## config.mk

```make
export PLATFORM = sky130hd
export DESIGN_NAME = printable_run_extractor_flat
export DESIGN_NICKNAME = d
export VERILOG_FILES = /design/src/rtl/pex_pkg.sv /design/src/rtl/pex_in_if.sv /design/src/rtl/pex_out_if.sv /design/src/rtl/printable_run_extractor.sv /design/src/flat_wrapper.sv
export SDC_FILE = /design/constraint.sdc
export NUM_CORES = 1
export LEC_CHECK = 0
export BUFFER_PORTS_ARGS = -buffer_cell sky130_fd_sc_hd__clkbuf_2
export CAP_MARGIN = 20
export CORE_UTILIZATION = 26
export DETAILED_ROUTE_END_ITERATION = 7
export HOLD_SLACK_MARGIN = 0.06
export SYNTH_ARGS = -nofsm -noshare
export SYNTH_HDL_FRONTEND = slang
export SYNTH_SLANG_ARGS = --single-unit
```

## constraint.sdc

```tcl
create_clock -name clk -period 3.1 [get_ports clk]
set_input_delay 0.31 -clock clk [delete_from_list [all_inputs] [get_ports clk]]
set_output_delay 0.31 -clock clk [all_outputs]
set_load 0.02 [all_outputs]
```

## src/rtl/pex_pkg.sv

```systemverilog
package pex_pkg;

  // field types of the two channels
  typedef logic [1:0]  kind_t;
  typedef logic [15:0] value_t;
  typedef logic [7:0]  byte_t;
  typedef logic [4:0]  len_t;

  // result kinds
  localparam kind_t KIND_OFFSET = 2'd0;
  localparam kind_t KIND_CHAR   = 2'd1;
  localparam kind_t KIND_EOL    = 2'd2;

  // input word functions
  localparam logic FUNC_DATA = 1'b0;
  localparam logic FUNC_EOF  = 1'b1;

  // printable range is space up to but not including delete
  localparam byte_t CHAR_SPACE = 8'h20;
  localparam byte_t CHAR_DEL   = 8'h7F;

  // minimum run length after reset
  localparam len_t MIN_LEN_RESET = 5'd4;

  function automatic logic is_printable(input byte_t c);
    return (c >= CHAR_SPACE) && (c < CHAR_DEL);
  endfunction

  function automatic logic is_alnum(input byte_t c);
    return ((c >= 8'h30) && (c <= 8'h39)) ||
           ((c >= 8'h41) && (c <= 8'h5A)) ||
           ((c >= 8'h61) && (c <= 8'h7A));
  endfunction

endpackage

```

## src/rtl/pex_in_if.sv

```systemverilog
interface pex_in_if;
  import pex_pkg::*;

  logic  valid;
  logic  ready;
  logic  func;
  byte_t byte_value;

  modport source (output valid, output func, output byte_value, input ready);
  modport sink   (input valid, input func, input byte_value, output ready);
endinterface

```

## src/rtl/pex_out_if.sv

```systemverilog
interface pex_out_if;
  import pex_pkg::*;

  logic   valid;
  logic   ready;
  kind_t  kind;
  value_t value;
  logic   last;

  modport source (output valid, output kind, output value, output last, input ready);
  modport sink   (input valid, input kind, input value, input last, output ready);
endinterface

```

## src/rtl/printable_run_extractor.sv

```systemverilog
// Printable run extractor. Each input word is a data byte or an end-of-file
// marker; result words are a run start offset, a character, or an end of line,
// with last set on the final word caused by an input. The first bytes of a run
// are held in a window memory of MAX_WINDOW bytes with registered read. A
// byte that completes a reported window is followed by the offset word and
// then its window bytes, read back one byte per cycle through the memory read
// port while the output does not stall. No input word is taken until the
// results of the last word have been loaded for output, nor while a report is
// being read out. The window memory needs no clearing after reset: only
// entries written in the current window are read.
module printable_run_extractor #(
  parameter int MAX_WINDOW = 16
) (
  input  logic             clk,
  input  logic             rst_n,
  input  logic             cfg_we,
  input  pex_pkg::len_t    cfg_data,
  pex_in_if.sink           in_ch,
  pex_out_if.source        out_ch
);
  import pex_pkg::*;

  localparam int AW = (MAX_WINDOW > 1) ? $clog2(MAX_WINDOW) : 1;
  localparam int CW = $clog2(MAX_WINDOW + 1);
  localparam int LW = (CW > 5) ? CW : 5;

  typedef enum logic [3:0] {
    S_IDLE = 4'b0001,
    S_ONE  = 4'b0010,
    S_OFS  = 4'b0100,
    S_CHR  = 4'b1000
  } state_t;

  state_t          state_r, state_nxt;
  len_t            min_len_r;
  logic [CW-1:0]   fill_r, fill_nxt;
  logic            saw_r, saw_nxt;
  logic [15:0]     byte_off_r, byte_off_nxt;
  logic            in_run_r, in_run_nxt;
  logic [CW-1:0]   emit_n_r, emit_n_nxt;
  logic [CW-1:0]   cnt_r, cnt_nxt;
  kind_t           pend_kind_r, pend_kind_nxt;
  value_t          pend_value_r, pend_value_nxt;
  logic            pend_last_r, pend_last_nxt;

  logic            out_valid_r, out_valid_nxt;
  kind_t           out_kind_r, out_kind_nxt;
  value_t          out_value_r, out_value_nxt;
  logic            out_last_r, out_last_nxt;

  byte_t           win_mem [MAX_WINDOW];
  byte_t           rd_data_r;
  logic            wr_en, rd_en;
  logic [AW-1:0]   wr_addr, rd_addr;

  logic            accept;
  logic            out_free;
  logic            printable;
  logic [CW-1:0]   fill_inc;
  logic [LW-1:0]   eff_len;

  assign accept   = in_ch.valid && in_ch.ready;
  assign out_free = !out_valid_r || out_ch.ready;
  assign printable = is_printable(in_ch.byte_value);

  assign in_ch.ready  = (state_r == S_IDLE);
  assign out_ch.valid = out_valid_r;
  assign out_ch.kind  = out_kind_r;
  assign out_ch.value = out_value_r;
  assign out_ch.last  = out_last_r;

  // effective run length, clamped to one .. MAX_WINDOW
  always_comb begin
    if (min_len_r == '0) begin
      eff_len = LW'(1);
    end else if (LW'(min_len_r) > LW'(MAX_WINDOW)) begin
      eff_len = LW'(MAX_WINDOW);
    end else begin
      eff_len = LW'(min_len_r);
    end
  end

  // window fill after this byte, held at the window size
  assign fill_inc = (fill_r < CW'(MAX_WINDOW)) ? CW'(fill_r + CW'(1)) : fill_r;

  // window write on an accepted printable byte outside a run
  assign wr_en   = accept && (in_ch.func == FUNC_DATA) && !in_run_r && printable &&
                   (fill_r < CW'(MAX_WINDOW));
  assign wr_addr = fill_r[AW-1:0];

  // sequencer and run tracking
  always_comb begin
    state_nxt      = state_r;
    fill_nxt       = fill_r;
    saw_nxt        = saw_r;
    byte_off_nxt   = byte_off_r;
    in_run_nxt     = in_run_r;
    emit_n_nxt     = emit_n_r;
    cnt_nxt        = cnt_r;
    pend_kind_nxt  = pend_kind_r;
    pend_value_nxt = pend_value_r;
    pend_last_nxt  = pend_last_r;
    out_valid_nxt  = out_valid_r && !out_ch.ready;
    out_kind_nxt   = out_kind_r;
    out_value_nxt  = out_value_r;
    out_last_nxt   = out_last_r;
    rd_en          = 1'b0;
    rd_addr        = cnt_r[AW-1:0];

    case (state_r)
      S_IDLE: begin
        if (accept) begin
          pend_last_nxt = 1'b1;
          if (in_ch.func == FUNC_EOF) begin
            // end of file closes an open run and restarts the offset
            if (in_run_r) begin
              pend_kind_nxt  = KIND_EOL;
              pend_value_nxt = '0;
              state_nxt      = S_ONE;
            end
            fill_nxt     = '0;
            saw_nxt      = 1'b0;
            in_run_nxt   = 1'b0;
            byte_off_nxt = '0;
          end else begin
            byte_off_nxt = byte_off_r + 16'd1;
            if (in_run_r) begin
              // inside a reported run: pass the byte or close the run
              state_nxt = S_ONE;
              if (printable) begin
                pend_kind_nxt  = KIND_CHAR;
                pend_value_nxt = value_t'(in_ch.byte_value);
              end else begin
                pend_kind_nxt  = KIND_EOL;
                pend_value_nxt = '0;
                in_run_nxt     = 1'b0;
                fill_nxt       = '0;
                saw_nxt        = 1'b0;
              end
            end else if (!printable) begin
              fill_nxt = '0;
              saw_nxt  = 1'b0;
            end else if (LW'(fill_inc) >= eff_len) begin
              // window complete: report it or drop it
              if (saw_r || is_alnum(in_ch.byte_value)) begin
                pend_kind_nxt  = KIND_OFFSET;
                pend_value_nxt = byte_off_r + 16'd1 - 16'(fill_inc);
                emit_n_nxt     = fill_inc;
                in_run_nxt     = 1'b1;
                state_nxt      = S_OFS;
              end
              fill_nxt = '0;
              saw_nxt  = 1'b0;
            end else begin
              fill_nxt = fill_inc;
              saw_nxt  = saw_r || is_alnum(in_ch.byte_value);
            end
          end
        end
      end
      S_ONE: begin
        if (out_free) begin
          out_valid_nxt = 1'b1;
          out_kind_nxt  = pend_kind_r;
          out_value_nxt = pend_value_r;
          out_last_nxt  = pend_last_r;
          state_nxt     = S_IDLE;
        end
      end
      S_OFS: begin
        // offset word, and read the first window byte
        if (out_free) begin
          out_valid_nxt = 1'b1;
          out_kind_nxt  = KIND_OFFSET;
          out_value_nxt = pend_value_r;
          out_last_nxt  = 1'b0;
          rd_en         = 1'b1;
          rd_addr       = '0;
          cnt_nxt       = CW'(1);
          state_nxt     = S_CHR;
        end
      end
      S_CHR: begin
        // one window byte per word, next read issued as this one leaves
        if (out_free) begin
          out_valid_nxt = 1'b1;
          out_kind_nxt  = KIND_CHAR;
          out_value_nxt = value_t'(rd_data_r);
          out_last_nxt  = (cnt_r == emit_n_r);
          if (cnt_r == emit_n_r) begin
            state_nxt = S_IDLE;
          end else begin
            rd_en   = 1'b1;
            cnt_nxt = CW'(cnt_r + CW'(1));
          end
        end
      end
      default: begin
        state_nxt = S_IDLE;
      end
    endcase
  end

  // window memory, registered read
  always_ff @(posedge clk) begin
    if (wr_en) begin
      win_mem[wr_addr] <= in_ch.byte_value;
    end
    if (rd_en) begin
      rd_data_r <= win_mem[rd_addr];
    end
  end

  // control registers
  always_ff @(posedge clk) begin
    if (!rst_n) begin
      state_r     <= S_IDLE;
      min_len_r   <= MIN_LEN_RESET;
      fill_r      <= '0;
      saw_r       <= 1'b0;
      byte_off_r  <= '0;
      in_run_r    <= 1'b0;
      out_valid_r <= 1'b0;
    end else begin
      state_r     <= state_nxt;
      fill_r      <= fill_nxt;
      saw_r       <= saw_nxt;
      byte_off_r  <= byte_off_nxt;
      in_run_r    <= in_run_nxt;
      out_valid_r <= out_valid_nxt;
      if (cfg_we) begin
        min_len_r <= cfg_data;
      end
    end
  end

  // payload registers
  always_ff @(posedge clk) begin
    emit_n_r     <= emit_n_nxt;
    cnt_r        <= cnt_nxt;
    pend_kind_r  <= pend_kind_nxt;
    pend_value_r <= pend_value_nxt;
    pend_last_r  <= pend_last_nxt;
    out_kind_r   <= out_kind_nxt;
    out_value_r  <= out_value_nxt;
    out_last_r   <= out_last_nxt;
  end

  // a reported run keeps the window empty
  a_run_window_empty: assert property (@(posedge clk) disable iff (!rst_n)
    in_run_r |-> (fill_r == '0))
    else $error("window not empty inside a reported run");

  // a waiting word that is not last belongs to a report readout
  a_not_last_in_report: assert property (@(posedge clk) disable iff (!rst_n)
    (out_ch.valid && !out_ch.last) |-> (state_r == S_CHR))
    else $error("non-final word outside a report");

  // offset word is always followed by window characters
  a_offset_then_chars: assert property (@(posedge clk) disable iff (!rst_n)
    (out_ch.valid && out_ch.ready && (out_ch.kind == KIND_OFFSET)) |->
      (state_r == S_CHR))
    else $error("offset word without readout");

  // readout counter stays within the reported window
  a_cnt_range: assert property (@(posedge clk) disable iff (!rst_n)
    (state_r == S_CHR) |-> ((cnt_r != '0) && (cnt_r <= emit_n_r) &&
                            (emit_n_r <= CW'(MAX_WINDOW))))
    else $error("readout counter out of range");

endmodule

```

## src/flat_wrapper.sv

```systemverilog
// flat-port wrapper written by rule: the top's interface ports become plain ports
module printable_run_extractor_flat import pex_pkg::*;
#(
  parameter int MAX_WINDOW = 16
)
  (clk, rst_n, cfg_we, cfg_data, in_ch_valid, in_ch_func, in_ch_byte_value, in_ch_ready, out_ch_valid, out_ch_kind, out_ch_value, out_ch_last, out_ch_ready);
  pex_in_if in_ch_i ();
  pex_out_if out_ch_i ();
  input  logic clk;
  input  logic rst_n;
  input  logic cfg_we;
  input  pex_pkg::len_t cfg_data;
  input wire logic [$bits(in_ch_i.valid)-1:0] in_ch_valid;
  input wire logic [$bits(in_ch_i.func)-1:0] in_ch_func;
  input wire logic [$bits(in_ch_i.byte_value)-1:0] in_ch_byte_value;
  output wire logic [$bits(in_ch_i.ready)-1:0] in_ch_ready;
  output wire logic [$bits(out_ch_i.valid)-1:0] out_ch_valid;
  output wire logic [$bits(out_ch_i.kind)-1:0] out_ch_kind;
  output wire logic [$bits(out_ch_i.value)-1:0] out_ch_value;
  output wire logic [$bits(out_ch_i.last)-1:0] out_ch_last;
  input wire logic [$bits(out_ch_i.ready)-1:0] out_ch_ready;
  assign in_ch_i.valid = in_ch_valid;
  assign in_ch_i.func = in_ch_func;
  assign in_ch_i.byte_value = in_ch_byte_value;
  assign in_ch_ready = in_ch_i.ready;
  assign out_ch_valid = out_ch_i.valid;
  assign out_ch_kind = out_ch_i.kind;
  assign out_ch_value = out_ch_i.value;
  assign out_ch_last = out_ch_i.last;
  assign out_ch_i.ready = out_ch_ready;
  printable_run_extractor #(.MAX_WINDOW(MAX_WINDOW)) u_core (.clk(clk), .rst_n(rst_n), .cfg_we(cfg_we), .cfg_data(cfg_data), .in_ch(in_ch_i), .out_ch(out_ch_i));
endmodule
```

==> summary.md <==
| Metric | Value |
|---|---|
| CTS Root Cell | clkbuf_16 |
| Core box area | 0.0369 mm² |
| # setup viols final | 0 |
| P per Cell Area | 544 mW/mm² |
| Worst skew pair latency | 0.52 ns |
| GRT Total Usage | 11.8% |
| Initial Util | 26.6% |
| N_diodes | 0 |
| Final antenna-violating net count | 0 |
| Sequence of cells on the critical path | buf_4 > ha_1 > nand2b_1 > xnor2_2 > inv_1 > ha_1 > o21ai_0 > a21oi_1 > o22ai_1 > nand3_1 > or2_2 > o31ai_1 |
| Clock transition at path regs | 0.06 ns |
| Fin crit share | 90.9% |
| Total CTS buffers | 22 |
| Global-route wire length before repair | 35.5 mm |
| Max Fanout on Critical Path | 5 |
| Layout cell share with drive strength beyond 1 | 18.0% |
| CTS tree | done |
| Synthesized area per cell | 12.4 µm² |
| Outcome | complete, no violations |
| Total Power | 6.33 mW |
| Synth Register Bits | 216 |
| Die Width | 196 µm |
| # DRC | 0 |
| Setup crit start | u_core.fill_r[0] |
| Vias | 6,252 |
| Worst-margin pin slew | 0.697 ns |
| Slew Limit Headroom | 53.4% |
| WL/cell | 16.3 µm |
| Largest net degree at the start of global routing | 43 |
| Setup total negative slack | 0 ns |
| Worst Path Buf+Inv | 2 |
| GRT met1 Usage | 15.2% |
| Maximum clock path buffer count | 3 |
| # Max-Cap Violations | 0 |
| I/O Buffers | 39 |
| Initial antenna violation count | 1 |
| Synth cell types | 65 |
| DP HPWL | 15.7 mm |
| Max stage delay on crit path | 0.33 ns |
| Met2 Use GR | 20.1% |
| Fillers | 3,690 |
| Sequential area share after synthesis | 62.7% |
| Die height | 196 µm |
| CP delay by family, top | compound AO/OA/AOI/OAI gates |
| Number of flops mapped to enable cells by yosys | 183 |
| Sink Count | 216 |
| Fin crit period | 2.82 ns |
| Launching point of the worst reg2reg path | u_core.fill_r[0] |
| Worst path slowest cell | dfxtp_1 |
| 1st-iter DRT viols | 393 |
| Hold crit path type | primary input to flip-flop |
| Finished Core Util | 31.6% |
| Achievable Freq | 355 MHz |
| CTS Hold Buffers Added | 0 |
| Final Hold Viols | 0 |
| Max Clock Skew | 0.0302 ns |
| Leak pwr | 3.95 nW |
| FF+latch area | 0.00616 mm² |
| Rows | 70 |
| Peak VDD IR | 318 µV |
| Dpl cells | 1,338 |
| Worst path required time | 3.42 ns |
| Boundary Pins | 40 |
| Routability Congestion | 0.815 |
| Area leader, netlist | edfxtp_1 |
| Worst Setup Path Type | flip-flop to flip-flop |
| Synthesized Nets | 829 |
| Area of the mapped netlist | 0.00982 mm² |
| Placement Cell Area | 0.0108 mm² |
| Startpoint types | flip-flop |
| Vias in the first global route | 6,218 |
| Die area | 0.0386 mm² |
| Worst hold start | cfg_data[1] |
| Dominant synthesized flop cell | edfxtp_1 |
| DRT Pass-1 Iters | 4 |
| Final instance area | 0.0116 mm² |
| Synth Warn # | 0 |
| Multi-input logic area | 0.00345 mm² |
| Vias per cell | 4.54 |
| Synth top area share | 55.9% |
| GRT met3 Usage | 1.69% |
| NumNets Final | 894 |
| CTS H-tree lvls | 1 |
| GR peak layer | met2 |
| RSZ-0062 raised after global routing | no |
| Syn-to-layout area delta | 18.5% |
| Mapped Cells | 793 |
| Grt total ovfl | 0 |
| Detailed Route WL | 22.4 mm |
| Synth top area cells | edfxtp_1 (56%), dfxtp_1 (6.7%), nand2_1 (3.6%) |
| Critical path arrival | 3.14 ns |
| Slew Limit Fails | 0 |
| Ys async rst share | 0% |
| Non-Filler Instances | 1,378 |
| Crit path top cell by count | ha_1 |
| Worst setup EP type | flip-flop |
final cells by class:
class / count / area share [%]
tap: 504 / 5.42
sequential: 216 / 52.9
clock inverter: 15 / 1.83
timing repair buffer: 82 / 4.67
multi-input combinational: 520 / 29.7
clock buffer: 25 / 5.00
inverter: 16 / 0.516
kinds of logic after synthesis:
family | Yosys count | synth area share, %
xor gates and xnor gates | 37 | 3.30
AOI/OAI and AO/OA | 130 | 8.53
buffers and inverters | 57 | 2.38
and+or+nand+nor | 292 | 14.8
adders and majority gates | 17 | 2.24
DFF | 216 | 62.7
muxes | 44 | 6.10
worst reg2reg max path: stages, from the launching register on:
cell and delay [ns]:
dfxtp_1 0.33, buf_4 0.14, ha_1 0.20, nand2b_1 0.13
xnor2_2 0.22, inv_1 0.07, ha_1 0.31, o21ai_0 0.18
a21oi_1 0.09, o22ai_1 0.21, nand3_1 0.19, or2_2 0.33
o31ai_1 0.24
metrics by stage:
step / hold WS, ns / worst slack, ns
floorplan: 0.409 / 0.167
global placement: 0.440 / 0.164
detailed placement: 0.454 / 0.143
CTS: 0.0688 / 0.130
global route: 0.0774 / 0.0455
finish: 0.0824 / 0.281
cells in the mapped netlist (4+ instances only):
cell and n:
a211oi_1 4, a21boi_0 7, a21oi_1 22, a22oi_1 5
a31oi_1 16, and2_0 5, and2_1 20, buf_1 4
buf_2 15, clkbuf_1 21, dfxtp_1 33, edfxtp_1 183
ha_1 16, inv_1 16, mux2_2 7, mux2i_1 25
mux4_2 12, nand2_1 95, nand2b_1 12, nand3_1 23
nand4_1 10, nor2_1 72, nor2b_1 11, nor3_1 13
nor4_1 4, o21ai_0 38, o221ai_1 4, o22ai_1 6
or2_2 5, xnor2_1 24, xor2_1 13
state kept, by name, summed over array words and instances (netlist names):
register	flops
u_core.win_mem	128
u_core.byte_off_r	16
u_core.out_ch.value	16
u_core.pend_value_r	16
u_core.rd_data_r	8
u_core.cnt_r	5
u_core.emit_n_r	5
u_core.fill_r	5
u_core.min_len_r	5
u_core.state_r	4
u_core.out_ch.kind	2
u_core.pend_kind_r	2
u_core.in_run_r	1
u_core.out_ch.last	1
u_core.out_ch.valid	1
u_core.saw_r	1
where the power goes:
part | total (mW) | switching (mW) | leakage [nW] | internal (mW)
logic | 0.290 | 0.178 | 1.65 | 0.112
registers | 3.17 | 0.0110 | 1.91 | 3.16
clock network | 2.87 | 1.10 | 0.385 | 1.77
what timing repair did:
action,4_1_cts,5_1_grt
endpoints found under the setup margin,0,19
resized for setup,0,3
buffers inserted,0,0
path summary, 6_finish.rpt:
check                                               end  slack [ns]  cells after the start
worst max-delay path            u_core.pend_value_r[15]        0.28                     12
worst max register to register  u_core.pend_value_r[15]        0.28                     12
worst min-delay path                u_core.min_len_r[1]        0.08                      3
worst min register to register             u_core.saw_r        0.47                      2
cell usage in the layout, fill, tap and decap left out, drive strengths merged, types with 22 or more instances in the layout:
cell / instances
a21oi: 22
and2: 25
buf: 43
clkbuf: 64
dfxtp: 33
edfxtp: 183
mux2i: 25
nand2: 96
nand3: 23
nor2: 72
o21ai: 40
xnor2: 24
metal layers:
| metal | vias up | part of all wire, % |
|---|---|---|
| met3 | 42 | 4.7 |
| met2 | 132 | 48 |
| met5 | - | 0 |
| li1 | 3055 | - |
| met1 | 3023 | 44 |
| met4 | 0 | 2.9 |
Note: power is estimated with default switching activity, not from simulation.
